==> src/design/pqsi_pkg.sv <==
package pqsi_pkg;

	localparam int PRIO_W   = 16;
	localparam int ELEM_IO_W = 32;
	localparam int COUNT_W  = 5;

	typedef enum logic [1:0] {
		OP_ENQ  = 2'd0,
		OP_DEQ  = 2'd1,
		OP_PEEK = 2'd2,
		OP_RSVD = 2'd3
	} op_t;

	typedef enum logic [1:0] {
		ST_OK    = 2'd0,
		ST_EMPTY = 2'd1,
		ST_FULL  = 2'd2
	} status_t;

	// per-cycle command broadcast to every cell of the chain
	typedef struct packed {
		logic ins;
		logic rem;
	} cell_ctrl_t;

endpackage

==> src/design/priority_queue_sorted_insert_core.sv <==
// Bounded priority queue built as a row of CAPACITY cells, cell 0 holding the
// head. Each input item is an enqueue, a dequeue or a peek (op in s_tuser) and
// produces exactly one result item with the head element and priority (zero
// when empty), the fill count, an empty flag and a status (dequeue on empty or
// enqueue on full is dropped and flagged). Higher priority leaves first; equal
// priorities leave in arrival order. Every cell compares its priority with the
// incoming one in the same cycle and either holds, takes its left neighbor or
// takes the new item, or shifts toward the head on dequeue; one item per clock
// is accepted while the result register is free or being drained. The result
// register sits between the two sides, so a stalled master costs at most the
// item in flight.
module priority_queue_sorted_insert_core #(
	parameter int CAPACITY   = 16,
	parameter int ELEM_WIDTH = 32
) (
	input  logic        clk,
	input  logic        arst_n,
	input  logic        s_tvalid,
	output logic        s_tready,
	input  logic [47:0] s_tdata,  // elem[31:0], prio[47:32]
	input  logic [1:0]  s_tuser,  // op[1:0]
	output logic        m_tvalid,
	input  logic        m_tready,
	output logic [55:0] m_tdata   // head_elem[31:0], head_prio[47:32], count[52:48],
	                              // empty_res[53], status[55:54]
);

	localparam int FILL_W = $clog2(CAPACITY + 1);
	localparam int PW     = pqsi_pkg::PRIO_W;

	logic [FILL_W-1:0] fill_q;
	logic [FILL_W-1:0] fill_d;
	logic              acc;
	logic              full;
	logic              empty;
	pqsi_pkg::op_t     op;
	pqsi_pkg::status_t status;
	pqsi_pkg::cell_ctrl_t ctrl;

	logic [63:0]           elem_wide;
	logic [ELEM_WIDTH-1:0] new_elem;
	logic [PW-1:0]         new_prio;

	logic [CAPACITY-1:0]   occ;
	logic [CAPACITY-1:0]   keep;
	logic [ELEM_WIDTH-1:0] elem_q [CAPACITY];
	logic [PW-1:0]         prio_q [CAPACITY];
	logic [ELEM_WIDTH-1:0] elem_d [CAPACITY];
	logic [PW-1:0]         prio_d [CAPACITY];

	logic [63:0]                         head_wide;
	logic [pqsi_pkg::ELEM_IO_W-1:0]      head_elem_d;
	logic [PW-1:0]                       head_prio_d;

	logic                                out_valid_q;
	logic [pqsi_pkg::ELEM_IO_W-1:0]      head_elem_q;
	logic [PW-1:0]                       head_prio_q;
	logic [pqsi_pkg::COUNT_W-1:0]        count_q;
	logic                                empty_q;
	pqsi_pkg::status_t                   status_q;

	assign s_tready = !out_valid_q || m_tready;
	assign acc      = s_tvalid && s_tready;
	assign op       = pqsi_pkg::op_t'(s_tuser);
	assign full     = (fill_q == FILL_W'(CAPACITY));
	assign empty    = (fill_q == '0);

	assign elem_wide = {32'b0, s_tdata[31:0]};
	assign new_elem  = elem_wide[ELEM_WIDTH-1:0];
	assign new_prio  = s_tdata[47:32];

	always_comb begin
		ctrl   = '0;
		status = pqsi_pkg::ST_OK;
		fill_d = fill_q;
		unique case (op)
			pqsi_pkg::OP_ENQ: begin
				if (full) begin
					status = pqsi_pkg::ST_FULL;
				end else begin
					ctrl.ins = acc;
					fill_d   = fill_q + 1'b1;
				end
			end
			pqsi_pkg::OP_DEQ: begin
				if (empty) begin
					status = pqsi_pkg::ST_EMPTY;
				end else begin
					ctrl.rem = acc;
					fill_d   = fill_q - 1'b1;
				end
			end
			default: begin
				// peek, and the unused code behaves the same
			end
		endcase
	end

	for (genvar i = 0; i < CAPACITY; i++) begin : g_cell
		assign occ[i] = (FILL_W'(i) < fill_q);

		if (i == 0) begin : g_first
			pqsi_cell #(.ELEM_WIDTH(ELEM_WIDTH)) u_cell (
				.clk       (clk),
				.ctrl      (ctrl),
				.occ       (occ[i]),
				.new_elem  (new_elem),
				.new_prio  (new_prio),
				.left_keep (1'b0),
				.left_elem (new_elem),
				.left_prio (new_prio),
				.right_elem(elem_q[(i+1) % CAPACITY]),
				.right_prio(prio_q[(i+1) % CAPACITY]),
				.keep      (keep[i]),
				.elem_q    (elem_q[i]),
				.prio_q    (prio_q[i]),
				.elem_d    (elem_d[i]),
				.prio_d    (prio_d[i])
			);
		end else if (i == CAPACITY - 1) begin : g_last
			pqsi_cell #(.ELEM_WIDTH(ELEM_WIDTH)) u_cell (
				.clk       (clk),
				.ctrl      (ctrl),
				.occ       (occ[i]),
				.new_elem  (new_elem),
				.new_prio  (new_prio),
				.left_keep (keep[i-1]),
				.left_elem (elem_q[i-1]),
				.left_prio (prio_q[i-1]),
				.right_elem(elem_q[i]),
				.right_prio(prio_q[i]),
				.keep      (keep[i]),
				.elem_q    (elem_q[i]),
				.prio_q    (prio_q[i]),
				.elem_d    (elem_d[i]),
				.prio_d    (prio_d[i])
			);
		end else begin : g_mid
			pqsi_cell #(.ELEM_WIDTH(ELEM_WIDTH)) u_cell (
				.clk       (clk),
				.ctrl      (ctrl),
				.occ       (occ[i]),
				.new_elem  (new_elem),
				.new_prio  (new_prio),
				.left_keep (keep[i-1]),
				.left_elem (elem_q[i-1]),
				.left_prio (prio_q[i-1]),
				.right_elem(elem_q[i+1]),
				.right_prio(prio_q[i+1]),
				.keep      (keep[i]),
				.elem_q    (elem_q[i]),
				.prio_q    (prio_q[i]),
				.elem_d    (elem_d[i]),
				.prio_d    (prio_d[i])
			);
		end
	end

	// head after the operation comes straight from cell 0's next value
	assign head_wide   = 64'(elem_d[0]);
	assign head_elem_d = (fill_d != '0) ? head_wide[31:0] : '0;
	assign head_prio_d = (fill_d != '0) ? prio_d[0] : '0;

	always_ff @(posedge clk or negedge arst_n) begin
		if (!arst_n) begin
			fill_q      <= '0;
			out_valid_q <= 1'b0;
		end else begin
			if (acc) begin
				fill_q      <= fill_d;
				out_valid_q <= 1'b1;
			end else if (m_tready) begin
				out_valid_q <= 1'b0;
			end
		end
	end

	always_ff @(posedge clk) begin
		if (acc) begin
			head_elem_q <= head_elem_d;
			head_prio_q <= head_prio_d;
			count_q     <= pqsi_pkg::COUNT_W'(fill_d);
			empty_q     <= (fill_d == '0);
			status_q    <= status;
		end
	end

	assign m_tvalid = out_valid_q;
	assign m_tdata  = {status_q, empty_q, count_q, head_prio_q, head_elem_q};

	a_fill_bound: assert property (@(posedge clk) disable iff (!arst_n)
		fill_q <= FILL_W'(CAPACITY))
		else $error("fill count beyond capacity");

	a_enq_grows: assert property (@(posedge clk) disable iff (!arst_n)
		acc && (op == pqsi_pkg::OP_ENQ) && !full |=> fill_q == $past(fill_q) + 1'b1)
		else $error("enqueue did not grow the queue");

	a_head_sorted: assert property (@(posedge clk) disable iff (!arst_n)
		(fill_q >= FILL_W'(2)) |-> (prio_q[0] >= prio_q[1]))
		else $error("head cells out of priority order");

	a_empty_count: assert property (@(posedge clk) disable iff (!arst_n)
		out_valid_q |-> (empty_q == (count_q == '0)))
		else $error("empty flag disagrees with count");

	a_drop_status: assert property (@(posedge clk) disable iff (!arst_n)
		acc && (status != pqsi_pkg::ST_OK) |=> fill_q == $past(fill_q))
		else $error("dropped item changed the fill count");

endmodule

==> src/design/pqsi_cell.sv <==
module pqsi_cell #(
	parameter int ELEM_WIDTH = 32
) (
	input  logic                          clk,
	input  pqsi_pkg::cell_ctrl_t          ctrl,
	input  logic                          occ,
	input  logic [ELEM_WIDTH-1:0]         new_elem,
	input  logic [pqsi_pkg::PRIO_W-1:0]   new_prio,
	input  logic                          left_keep,
	input  logic [ELEM_WIDTH-1:0]         left_elem,
	input  logic [pqsi_pkg::PRIO_W-1:0]   left_prio,
	input  logic [ELEM_WIDTH-1:0]         right_elem,
	input  logic [pqsi_pkg::PRIO_W-1:0]   right_prio,
	output logic                          keep,
	output logic [ELEM_WIDTH-1:0]         elem_q,
	output logic [pqsi_pkg::PRIO_W-1:0]   prio_q,
	output logic [ELEM_WIDTH-1:0]         elem_d,
	output logic [pqsi_pkg::PRIO_W-1:0]   prio_d
);

	// equal priority stays ahead, so arrival order holds among equals
	assign keep = occ && (prio_q >= new_prio);

	always_comb begin
		elem_d = elem_q;
		prio_d = prio_q;
		if (ctrl.ins && !keep) begin
			// first cell that yields takes the new item, the rest shift back
			if (left_keep) begin
				elem_d = new_elem;
				prio_d = new_prio;
			end else begin
				elem_d = left_elem;
				prio_d = left_prio;
			end
		end else if (ctrl.rem) begin
			elem_d = right_elem;
			prio_d = right_prio;
		end
	end

	always_ff @(posedge clk) begin
		elem_q <= elem_d;
		prio_q <= prio_d;
	end

endmodule
==> config.mk <==
export PLATFORM = sky130hd
export DESIGN_NAME = priority_queue_sorted_insert_core
export DESIGN_NICKNAME = d
export VERILOG_FILES = /design/src/design/pqsi_pkg.sv /design/src/design/priority_queue_sorted_insert_core.sv /design/src/design/pqsi_cell.sv
export SDC_FILE = /design/constraint.sdc
export NUM_CORES = 2
export LEC_CHECK = 0
export ABC_AREA = 1
export BUFFER_PORTS_ARGS = -buffer_cell sky130_fd_sc_hd__buf_4
export CORE_UTILIZATION = 40
export DETAILED_ROUTE_END_ITERATION = 7
export RECOVER_POWER = 100
export SETUP_SLACK_MARGIN = 0.4
export SKIP_LAST_GASP = 1
export SYNTH_ARGS = -nofsm -noshare
export SYNTH_HDL_FRONTEND = slang
export SYNTH_SLANG_ARGS = --single-unit
==> constraint.sdc <==
create_clock -name clk -period 3.8 [get_ports clk]
set_input_delay 0.76 -clock clk [delete_from_list [all_inputs] [get_ports clk]]
set_output_delay 0.76 -clock clk [all_outputs]
set_load 0.005 [all_outputs]
# --- Yosys cells after proc, flatten, opt, wreduce, memory -nomap -nowiden ---
# Index checks and enable logic that the tools add are counted.
word_totals:
  memories: 0
  register_bits: 830
  romBits: 0
  word_cells: 247
  latchBits: 0
  ram_bits: 0
classes:
  add_sub_neg: 2
  n_bitwise: 0
  div: 0
  n_mux: 102
  eq_ne: 2
  n_shift: 0
  order_cmp: 32
  reduce_logical: 70
  n_mul: 0
op_table:
  columns: ["operator", "n"]
  rows:
  - ["$mux 32", 45]
  - ["$mux 16", 45]
  - ["$ge 16x16->1", 16]
  - ["$lt 4x5->1 const A", 8]
  - ["$logic_and 1x1->1", 33]
  - ["$reduce_bool 2->1", 15]
  - ["$lt 3x5->1 const A", 4]
  - ["$logic_not 1->1", 17]
  - ["$logic_not 5->1", 2]
  - ["$lt 1x5->1 const A", 2]
  - ["$lt 2x5->1 const A", 2]
  - ["$mux 5", 2]
  - ["$pmux 5 s2", 1]
  - ["$mux 1", 7]
  - ["$add 5x1->5 const B", 1]
  - ["$eq 5x5->1 const B", 1]
  - ["$reduce_bool 5->1", 1]
  - ["$sub 5x1->5 const B", 1]
  - ["$pmux 2 s2", 1]
  - ["$eq 2x1->1 const B", 1]
  - ["$logic_not 2->1", 1]
  - ["$mux 2", 1]
  - ["$logic_or 1x1->1", 1]

# --- Depth between registers and ports, before layout ---
depth:
  word_depth: 7
  ltp_mapped: 17

# --- Cells and area by module ---
# A second synthesis with hierarchy kept.
unflattened:
  cells_unflattened: 6738
  hier_area_um2: 53855.4
modules_own_cells:
  columns: ["module", "area_per_inst_um2", "cells_per_inst", "n_inst"]
  rows:
  - ["pqsi_cell", 3186.8, 403, 16]
  - ["priority_queue_sorted_insert_core", 2866.5, 290, 1]

# --- Worst setup path after synthesis ---
# OpenSTA, ideal clock, no wires.
synth_timing:
  path_kind: "input to register"
  startpoint: "in s_tdata[35]"
  endpoint: "reg g_cell[15].g_last.u_cell.elem_q[0] (enable)"
  t_arrival_ns: 4.329
  slack_ns: -0.998
  n_path_buf: 0
  t_required_ns: 3.330
  path_stages: 8
  cell_sequence: "inv_1 > ha_1 > a21oi_1 > o21a_1 > nor2_1 > o21ai_0 > nand3_1 > a21oi_1"
synth_via:
  elab_chain_cells: 4
synth_lines:
  columns: ["element", "line", "text"]
  rows:
  - ["start: declaration", "priority_queue_sorted_insert_core.sv:20", "input logic [47:0] s_tdata,"]
  - ["$ge 16x16->1", "pqsi_cell.sv:22", "assign keep = occ && (prio_q >= new_prio);"]
  - ["$logic_and 1x1->1", "pqsi_cell.sv:22", null]
  - ["$logic_not 1->1", "pqsi_cell.sv:27", "if (ctrl.ins && !keep) begin"]
  - ["$logic_and 1x1->1", "pqsi_cell.sv:27", null]
  - ["end signal: assignment", "pqsi_cell.sv:43", "elem_q <= elem_d;"]
  - ["end: declaration", "pqsi_cell.sv:15", "output logic [ELEM_WIDTH-1:0] elem_q,"]
# No other way between the ends.
# A chain may end at the register's enable or synchronous reset.

# --- Worst setup path in the final report ---
layout_timing:
  startpoint: "reg fill_q[1]"
  endpoint: "reg g_cell[14].g_mid.u_cell.elem_q[18] (enable)"
layout_via:
  elab_chain_cells: 5
layout_lines:
  columns: ["element", "line", "text"]
  rows:
  - ["start: declaration", "priority_queue_sorted_insert_core.sv:31", "logic [FILL_W-1:0] fill_q;"]
  - ["start signal: assignment", "priority_queue_sorted_insert_core.sv:170", "fill_q <= fill_d;"]
  - ["$lt 4x5->1 / $eq 5x5->1 (equally long branches)", "priority_queue_sorted_insert_core.sv:100, priority_queue_sorted_insert_core.sv:65", null]
  - ["$logic_and 1x1->1 / $mux 1 (equally long branches)", "pqsi_cell.sv:22, priority_queue_sorted_insert_core.sv:78", null]
  - ["$logic_not 1->1 / $mux 1 (equally long branches)", "pqsi_cell.sv:27, priority_queue_sorted_insert_core.sv:76", null]
  - ["$logic_and 1x1->1", "pqsi_cell.sv:27", null]
  - ["$reduce_bool 2->1 (no source line) *", null, null]
  - ["end signal: assignment", "pqsi_cell.sv:43", null]
  - ["end: declaration", "pqsi_cell.sv:15", null]
# Mark *: on every way between the ends. The rest lies on a longest branch, timed or not.

==> flow_summary.ini <==
[run_status]
status = complete, but fails checks
violations = capacitance limit, slew limit

[clocking]
clock_latency_ns = 0.70
root_buffer = clkbuf_16
clockBufferDepth = 3
numCtsBuffers = 96
cts_tree = yes
clkTransAtPathRegs_ns = 0.06
ctsHtreeMaxLevel = 3
cts_num_sinks = 830

[global_routing]
grt_pass1_wl_microns = 231000
grt_util_met2_pct = 34.5
grt_usage_pct = 21.8
grt_util_met3_pct = 2.67
grt-busiest-layer = met2
met1_usage_pct = 32.0
grt_pass1_vias = 41200
antenna_found_initial = 3
grt_overflow_total = 0
grt_max_degree = 97

[timing]
hold_violations = 0
skew_ns = 0.0277
timing.final.crit_share_pct = 89.4
slew_headroom_pct = -13.4
rsz0062_at_grt = false
final.setup.tns_ns = 0
clock.fmax_mhz = 294
slew_viol_final = 65
worst_slew_pin_slew_ns = 1.70
min_period_ns = 3.40
finalSetupViolCount = 0

[critical_path]
r2r_cells = 9
timing.rr.end = g_cell[14].g_mid.u_cell.elem_q[18]$_DFFE_PP_
arrival_ns = 3.84
rrSetupSlack_ns = 0.40
worstPathMaxFanout = 26
crit_required_ns = 4.24
critPathCaptureType = flop
worstSetupPathType = flop to flop
reg2reg_from = fill_q[1]$_DFFE_PN0P_
startpoint_type = flop

[route]
wire_per_inst_microns = 16.8
num_vias = 42100
ant_nets = 0
drt_pass1_iterations = 6
drcViolationCount = 0
drt-vias-per-instance = 4.98
postRouteWirelength_microns = 142000
drt_iter0_markers = 3486

[cells_and_area]
fill_cells = 12700
nNetsFinal = 7040
layout.area.seq_sq_um = 24400
multiInputGateArea_sq_um = 23500
area_growth_pct = 11.3
drive_gt1_share_pct = 6.76
layout_commonest_cell = nand2_1
final_cell_mix = nand2_1, nand3_1, edfxtp_1

[floorplan]
die_h_microns = 360
initial_core_util_pct = 40.5
core.rowCount = 130
die_w_microns = 360
die_area_sq_um = 129000
io_pins = 112
coreArea_sq_um = 126000

[synth]
syn_avg_cell_area_sq_um = 7.51
synth_seq_cells = 830
synth.largest_area_cell = edfxtp_1
synth_fp_nets = 7125
syn_area_sq_um = 51100
syn_inst = 6811
synth-seq-area-share_pct = 47.7
ys_warn_count = 0
synth_cell_type_count = 37
synthTopCellsByArea = edfxtp_1, nand2_1, nand3_1
netlist.area_leader.share_pct = 45.6

[placed_design]
place_congestion = 0.882
io_buffers = 111
dp_hpwl_microns = 110000

[pwr]
vdd_ir_drop_max_mv = 0.393
power_uw = 33500
p_per_area_nw_per_um2 = 589
p_leak_uw = 0.0276

[worst_hold_path]
min_from = m_tready
min_to = m_tvalid$_DFFE_PN0P_
min_path_type = input port to flop
whs_path_depth = 4

[job]
drv_cap = 1
==> state kept, by name (all words and copies together), names as in the netlist <==
name                          flops
count_q                           5
empty_q                           1
fill_q                            5
g_cell.g_first.u_cell.elem_q     32
g_cell.g_first.u_cell.prio_q     16
g_cell.g_last.u_cell.elem_q      32
g_cell.g_last.u_cell.prio_q      16
g_cell.g_mid.u_cell.elem_q      448
g_cell.g_mid.u_cell.prio_q      224
head_elem_q                      32
head_prio_q                      16
m_tvalid                          1
status_q                          2
==> critical path, cell delays in order (launching register included) <==
cell	delay, ns
dfrtp_1	0.45
inv_1	0.38
ha_1	0.27
nand2_1	0.08
nand2_1	0.13
inv_1	0.13
nand2_4	0.36
clkbuf_1	0.93
nand2_4	0.14
buf_12	0.22
==> layer usage <==
layer	up-vias	wire, microns
met5	-	0
met1	19000	70200
li1	21900	-
met2	1087	62000
met4	0	2140
met3	129	8140
==> cell families after synthesis <==
logic type | after synthesis | share of synthesized area [%]
flops | 830 | 47.7
xor+xnor | 3 | 0.0514
simple gates | 4576 | 36.1
compound gates | 279 | 2.99
buf+inv | 863 | 6.75
fa+ha+maj | 260 | 6.36
==> area by class of cell <==
type / count / area share, %
antenna: 3 / 0.0132
clock buffer: 133 / 4.72
clock inverter: 44 / 0.629
inverter: 419 / 2.77
multi-input combinational: 5118 / 41.4
sequential: 830 / 42.9
tap: 1650 / 3.63
timing repair buffer: 261 / 3.96
==> worst max-delay path by stage <==
stage                                                              end  cells after the start  slack (ns)                  start
after CTS                  g_cell[5].g_mid.u_cell.elem_q[21]$_DFFE_PP_                     10        0.71  fill_q[1]$_DFFE_PN0P_
after floorplan            g_cell[13].g_mid.u_cell.elem_q[0]$_DFFE_PP_                     13        0.49            s_tdata[39]
after global placement     g_cell[4].g_mid.u_cell.elem_q[11]$_DFFE_PP_                     16        0.21            s_tdata[46]
after global routing        g_cell[2].g_mid.u_cell.prio_q[6]$_DFFE_PP_                     10        0.26  fill_q[1]$_DFFE_PN0P_
after detailed placement   g_cell[4].g_mid.u_cell.elem_q[10]$_DFFE_PP_                     16        0.16            s_tdata[46]
final                     g_cell[14].g_mid.u_cell.elem_q[18]$_DFFE_PP_                      9        0.40  fill_q[1]$_DFFE_PN0P_
==> metrics by stage <==
step	instance area, sq um	utilization, %	hold WS, ns	setup WS, ns	cells
6_report	56900	45.1	0.338	0.403	8458
5_1_grt	56900	45.1	0.364	0.259	8458
4_1_cts	57100	45.3	0.309	0.715	8455
3_5_place_dp	54100	42.8	0.501	0.159	8277
3_3_place_gp	54100	42.8	0.497	0.208	8277
2_1_floorplan	51300	-	0.464	0.489	6811
==> where the power goes <==
group | internal [uW] | switching [uW] | total, uW | leakage (uW)
registers | 12000 | 820 | 12800 | 0.00767
logic | 3530 | 8050 | 11600 | 0.0184
clock network | 5210 | 3900 | 9110 | 0.00150
==> cells in the mapped netlist <==
master,instances
nor3_1,10
dfrtp_1,6
a21boi_0,8
nand4_1,19
nor2_2,2
buf_6,1
ha_1,260
nor2_4,2
inv_2,20
clkinv_1,2
o21a_1,7
xor2_1,3
nand3_1,952
or2_1,1
inv_4,2
o21ai_1,7
nand2_2,4
edfxtp_1,776
buf_4,10
buf_1,35
inv_1,395
o21ai_0,76
o31ai_2,1
nand2_4,1
a31oi_2,1
o21ai_2,2
dfxtp_1,48
nor2_1,160
o211ai_2,1
clkbuf_1,268
a21oi_2,5
nand2_1,3422
buf_2,130
and2_1,3
a21oi_1,153
a21o_1,1
o21bai_1,17
==> what timing repair did <==
item / 4_1_cts / 5_1_grt
hold buffers: 1 / 0
endpoints found under the hold margin: 6 / 0
gates resized for setup: 0 / 0
buffers inserted: 0 / 0
Note: power is estimated with default switching activity, not from simulation.
